`src/rtl/ftm_pkg.sv`:
```
// ----------------------------------------------------------------------------
// ftm_pkg: shared constants for the filmic tone mapper
// Fixed-point constants of the rational curve and the pipeline depth.
// ----------------------------------------------------------------------------
package ftm_pkg;

	// Pipeline depth of one lane, input register to output register
	localparam int NUM_STAGES = 24;

	// Number of quotient bits of the ratio, one per divider stage
	localparam int DIV_BITS = 16;

	// Offset 0.004 in Q4.12
	localparam logic [15:0] OFFSET_Q12 = 16'd16;
	// 6.2 in Q16
	localparam logic [18:0] K62_Q16 = 19'd406323;
	// 0.5 and 1.7 in Q28
	localparam logic [35:0] K05_Q28 = 36'd134217728;
	localparam logic [35:0] K17_Q28 = 36'd456340275;
	// 0.06 in Q40
	localparam logic [51:0] K006_Q40 = 52'd65970697667;

	// Per-stage load enables from the flow control to the lanes
	typedef logic [NUM_STAGES-1:0] stage_en_t;

endpackage

```
`src/rtl/ftm_ctrl.sv`:
```
// ----------------------------------------------------------------------------
// ftm_ctrl: pipeline flow control
// Tracks a valid bit per stage and lets each stage load whenever its slot is
// empty or its contents move on, so bubbles are squeezed out under stall.
// ----------------------------------------------------------------------------
module ftm_ctrl (
	input  logic               clk,
	input  logic               arst_n,
	input  logic               in_valid,
	output logic               in_ready,
	output logic               out_valid,
	input  logic               out_ready,
	output ftm_pkg::stage_en_t stage_en
);
	import ftm_pkg::*;

	logic [NUM_STAGES-1:0] valid_q;
	logic [NUM_STAGES-1:0] rdy;

	// Build the ready chain from the output back to the input
	always_comb begin
		rdy[NUM_STAGES-1] = !valid_q[NUM_STAGES-1] || out_ready;
		for (int k = NUM_STAGES - 2; k >= 0; k--) begin
			rdy[k] = !valid_q[k] || rdy[k+1];
		end
	end

	assign stage_en  = rdy;
	assign in_ready  = rdy[0];
	assign out_valid = valid_q[NUM_STAGES-1];

	// Advance valid bits with their stage loads
	always_ff @(posedge clk or negedge arst_n) begin
		if (!arst_n) begin
			valid_q <= '0;
		end else begin
			if (rdy[0]) begin
				valid_q[0] <= in_valid;
			end
			for (int k = 1; k < NUM_STAGES; k++) begin
				if (rdy[k]) begin
					valid_q[k] <= valid_q[k-1];
				end
			end
		end
	end

endmodule

```
`config.mk`:
```
export PLATFORM = sky130hd
export DESIGN_NAME = ftm_ctrl
export DESIGN_NICKNAME = d
export VERILOG_FILES = /design/src/rtl/ftm_pkg.sv /design/src/rtl/ftm_ctrl.sv
export SDC_FILE = /design/constraint.sdc
export NUM_CORES = 1
export LEC_CHECK = 0
export ABC_AREA = 1
export BUFFER_PORTS_ARGS = -buffer_cell sky130_fd_sc_hd__buf_2
export CAP_MARGIN = 25
export CELL_PAD_IN_SITES_DETAIL_PLACEMENT = 0
export CELL_PAD_IN_SITES_GLOBAL_PLACEMENT = 1
export CORE_MARGIN = 1.5
export CORE_UTILIZATION = 41
export DETAILED_ROUTE_END_ITERATION = 7
export PLACE_DENSITY = 0.88
export SLEW_MARGIN = 20
export SYNTH_ARGS = -nofsm -noshare
export SYNTH_HDL_FRONTEND = slang
export SYNTH_SLANG_ARGS = --single-unit
```
`constraint.sdc`:
```
create_clock -name clk -period 6.5 [get_ports clk]
set_clock_uncertainty 0.1 [all_clocks]
set_input_delay 1.3 -clock clk [delete_from_list [all_inputs] [get_ports clk]]
set_output_delay 1.3 -clock clk [all_outputs]
set_load 0.01 [all_outputs]
```
# Word level (Yosys, flattened, before mapping)
# Index checks and enable logic that the tools add are counted.
dict set report word_totals {
  register_bits 24
  word_cells 72
  in_bits 4
}
dict set report op_classes {
  reduce_logical 48
}
# operator n
set op_table {}
lappend op_table {{$logic_not 1->1} 24}
lappend op_table {{$logic_or 1x1->1} 24}

# Longest topological paths before layout
dict set report depth {
  word_depth 25
  depth_mapped 13
}

# Worst setup path before layout
# Ideal clock, no wire load.
dict set report synth_path {
  path_type {in2out}
  from {input out_ready}
  to {output stage_en[0]}
  t_arrival_ns 3.203
  slack_ns 1.897
  n_path_buf 1
  stages 13
  cell_sequence {inv_1 -> nand4_4 -> nor3_4 -> nand4_4 -> nor2_4 -> nand4_4 -> nor2_4 -> nand4_4 -> nor2_4 -> nand4_4 -> nor2_4 -> nand4_2 -> buf_4}
}
dict set report synth_between {
  elab_chain_cells 24
}
# item line
set synth_rtl {}
lappend synth_rtl {{start: declaration} ftm_ctrl.sv:12} ;# input logic out_ready,
lappend synth_rtl {{$logic_or 1x1->1} ftm_ctrl.sv:22} ;# rdy[NUM_STAGES-1] = !valid_q[NUM_STAGES-1] || out_ready;
lappend synth_rtl {{$logic_or 1x1->1 (2 in a row)} ftm_ctrl.sv:24} ;# rdy[k] = !valid_q[k] || rdy[k+1];
lappend synth_rtl {{via stage_en[21]} ftm_ctrl.sv:13} ;# output ftm_pkg::stage_en_t stage_en
lappend synth_rtl {{$logic_or 1x1->1 (5 in a row)} ftm_ctrl.sv:24}
lappend synth_rtl {{via stage_en[16]} ftm_ctrl.sv:13}
lappend synth_rtl {{$logic_or 1x1->1 (4 in a row)} ftm_ctrl.sv:24}
lappend synth_rtl {{via stage_en[12]} ftm_ctrl.sv:13}
lappend synth_rtl {{$logic_or 1x1->1 (4 in a row)} ftm_ctrl.sv:24}
lappend synth_rtl {{via stage_en[8]} ftm_ctrl.sv:13}
lappend synth_rtl {{$logic_or 1x1->1 (4 in a row)} ftm_ctrl.sv:24}
lappend synth_rtl {{via stage_en[4]} ftm_ctrl.sv:13}
lappend synth_rtl {{$logic_or 1x1->1 (4 in a row)} ftm_ctrl.sv:24}
lappend synth_rtl {{end: declaration} ftm_ctrl.sv:13}
# The timed path passes the listed nets, and every way through them passes these cells.

# Worst setup path after layout
dict set report layout_path {
  from {input out_ready}
  to {output stage_en[0]}
}
dict set report layout_between {
  elab_chain_cells 24
}
# item line
set layout_rtl {}
lappend layout_rtl {{$logic_or 1x1->1} ftm_ctrl.sv:22}
lappend layout_rtl {{$logic_or 1x1->1 (23 in a row)} ftm_ctrl.sv:24}
# Every way passes these cells.

==> results.cfg <==
[final_layout]
nNetsFinal = 137
largest_reg_flops = 24
fin_cells = 161
syn_to_final_growth_pct = 18.8
drive_gt1_share_pct = 37.4
multi_input_area_um2 = 343
seqCellArea_um2 = 601
fillers = 241
n_antenna_cell = 0
reg.largest.list = valid_q x24
top_register = valid_q
final_common_cell = buf_2
mostFrequentLayoutCells = 29 x buf_2, 27 x inv_1, 25 x nand2_1

[critical_path]
startpoint_type = input pin
critPathRequiredTime_ns = 5.10
crit_slowest_cell = nor3_4
crit_path_max_incr_delay_ns = 0.20
end_kind = output port
crit_type = input pin to output port
critPathMaxFanout = 5
crit_top_cell = nand4_4
cp_data_arrival_time_ns = 3.21
path_cells = buf_2 -> inv_1 -> nand4_4 -> nor3_4 -> nand4_4 -> nor2_4 -> nand4_4 -> nor2_4 -> nand4_4 -> nor2_4 -> nand4_4 -> nor2_4 -> nand4_2 -> buf_2

[sta]
setup_viol = 0
min_period_ns = 4.61
slew_violations = 0
fmax_ghz = 0.217
fin_crit_sh_pct = 70.9
tightest_slew_ns = 0.529
relSlewSlack_pct = 64.7
finalHoldViolCount = 0
setup_tns_ns = 0
rsz0062_at_grt = false
setup_ws_ns = 1.89

[clock_tree]
tritoncts = done
cts_max_path_buffers = 2
cts_resized = 0
clock_latency_ns = 0.30
clk_pin_slew_worst_paths_ns = 0.12
cts.htree.levels = 1
post_cts_buffers = 0
root_buffer = clkbuf_4
cts_buffers = 3
clkSinkCount = 24
hold_buffers = 0

[floorplan]
fp.dieArea_mm2 = 0.00288
fp.dieW_um = 53.7
die_y_um = 53.7
io_pins = 30
core_area_mm2 = 0.00245
initial_core_util_pct = 42.9
rows = 18

[power_and_ir_drop]
power_uw = 342
ir_drop_uv = 190
power_density_mw_per_mm2 = 274
seqPwrFrac_pct = 55.0
power_leakage_uw = 0.000648
sw_frac_of_total_pct = 33.5
p_int_uw = 228
net-switching-power_uw = 115
p_comb_share_pct = 26.9
clkPwrFrac_pct = 18.1

[grt]
antenna_found_initial = 0
grt_max_degree = 25
grt_pass1_vias = 618
grt_usage_pct = 12.7
grt_pass1_wl_um = 2580
grt_overflow = 0

[placed_design]
dp_worst_setup_slack_ns = 1.87
routabilityCongestion = 0.707
port_buffers = 29
dp_hpwl_um = 1230
place_inst = 158

[yosys]
yosys.cell_types.count = 12
synth-seq-cells = 24
postSynthAreaPerCell_um2 = 10.5
synth_seq_area_share_pct = 57.1
netlist_area_mm2 = 0.00105
syn_nets = 104
syn-instance-count = 100
synth_area_leaders = dfrtp_1 57%, nand4_4 10%, inv_1 9.6%, nand2_1 8.9%, nor2_4 4.3%
post-synth-top-area-cell = dfrtp_1
synth_top_area_share_pct = 57.1
synth_warnings = 0

[route]
drtAntennaViolNets = 0
finalWirelength_um = 1600
viasPerCell = 4.34
drc = 0
drt_iter0_markers = 5
vias = 699
wl_per_cell_um = 9.91
drt_first_pass_iters = 2

[job]
drv_cap = 0

[run_status]
status = finished, final reports clean

[worst_hold_path]
hp-class = flip-flop to flip-flop
[worst paths after layout]
kind                       depth (start not counted)                     from  slack, ns                 endpoint
max reg2reg                                       12  valid_q[22]$_DFFE_PN0P_       4.26   valid_q[0]$_DFFE_PN0P_
min                                                2  valid_q[15]$_DFFE_PN0P_       0.40  valid_q[16]$_DFFE_PN0P_
min reg2reg                                        2  valid_q[15]$_DFFE_PN0P_       0.40  valid_q[16]$_DFFE_PN0P_
max                                               14                out_ready       1.89              stage_en[0]
min in group asynchronous                          1                   arst_n       0.85  valid_q[18]$_DFFE_PN0P_
max in group asynchronous                          1                   arst_n       5.09   valid_q[7]$_DFFE_PN0P_
[cells in the mapped netlist (all sizes together)]
| cell type | instances |
|---|---|
| inv | 27 |
| or2 | 5 |
| nor2 | 6 |
| nand2 | 25 |
| nor3 | 1 |
| nand3 | 5 |
| buf | 1 |
| nand4 | 6 |
| dfrtp | 24 |
[through the flow]
stage / util (%) / instance area [um2] / hold slack (ns)
2_1_floorplan: - / 1050 / 0.354
3_3_place_gp: 50.0 / 1230 / 0.371
3_5_place_dp: 50.0 / 1230 / 0.372
4_1_cts: 50.9 / 1250 / 0.403
5_1_grt: 50.9 / 1250 / 0.430
6_report: 50.9 / 1250 / 0.396
[cell families after synthesis]
logic type / synth area share, %
simple gates: 32.6
flops: 57.1
buf+inv: 10.3
[power by group through the flow]
stage	clock, uW	combinational, uW	sequential (uW)
finish	61.8	92.3	188
global route	71.0	104	191
CTS	65.8	94.9	189
detailed placement	0	94.4	192
global placement	0	93.2	191
floorplan	0	63.3	189
[worst max-delay path: cells and delay by family]
family | cells | cell delay, ns
buffers and inverters | 3 | 0.37
AND/OR/NAND/NOR | 11 | 1.53
[layout make-up]
cell class / instances / area share (%)
well taps: 30 / 3.00
clock buffers: 3 / 1.80
repair buffers: 29 / 11.6
multi-input cells: 48 / 27.4
flip-flops and latches: 24 / 48.0
inverters: 27 / 8.11
[layer usage]
| metal | wire length [um] | vias to the layer above | GRT usage (%) |
|---|---|---|---|
| met1 | 694 | 319 | 15.1 |
| met3 | 144 | 0 | 6.11 |
| met5 | 0 | - | 0 |
| met4 | 0 | 0 | 2.56 |
| li1 | - | 355 | - |
| met2 | 756 | 25 | 20.9 |
Note: power is estimated with default switching activity, not from simulation.
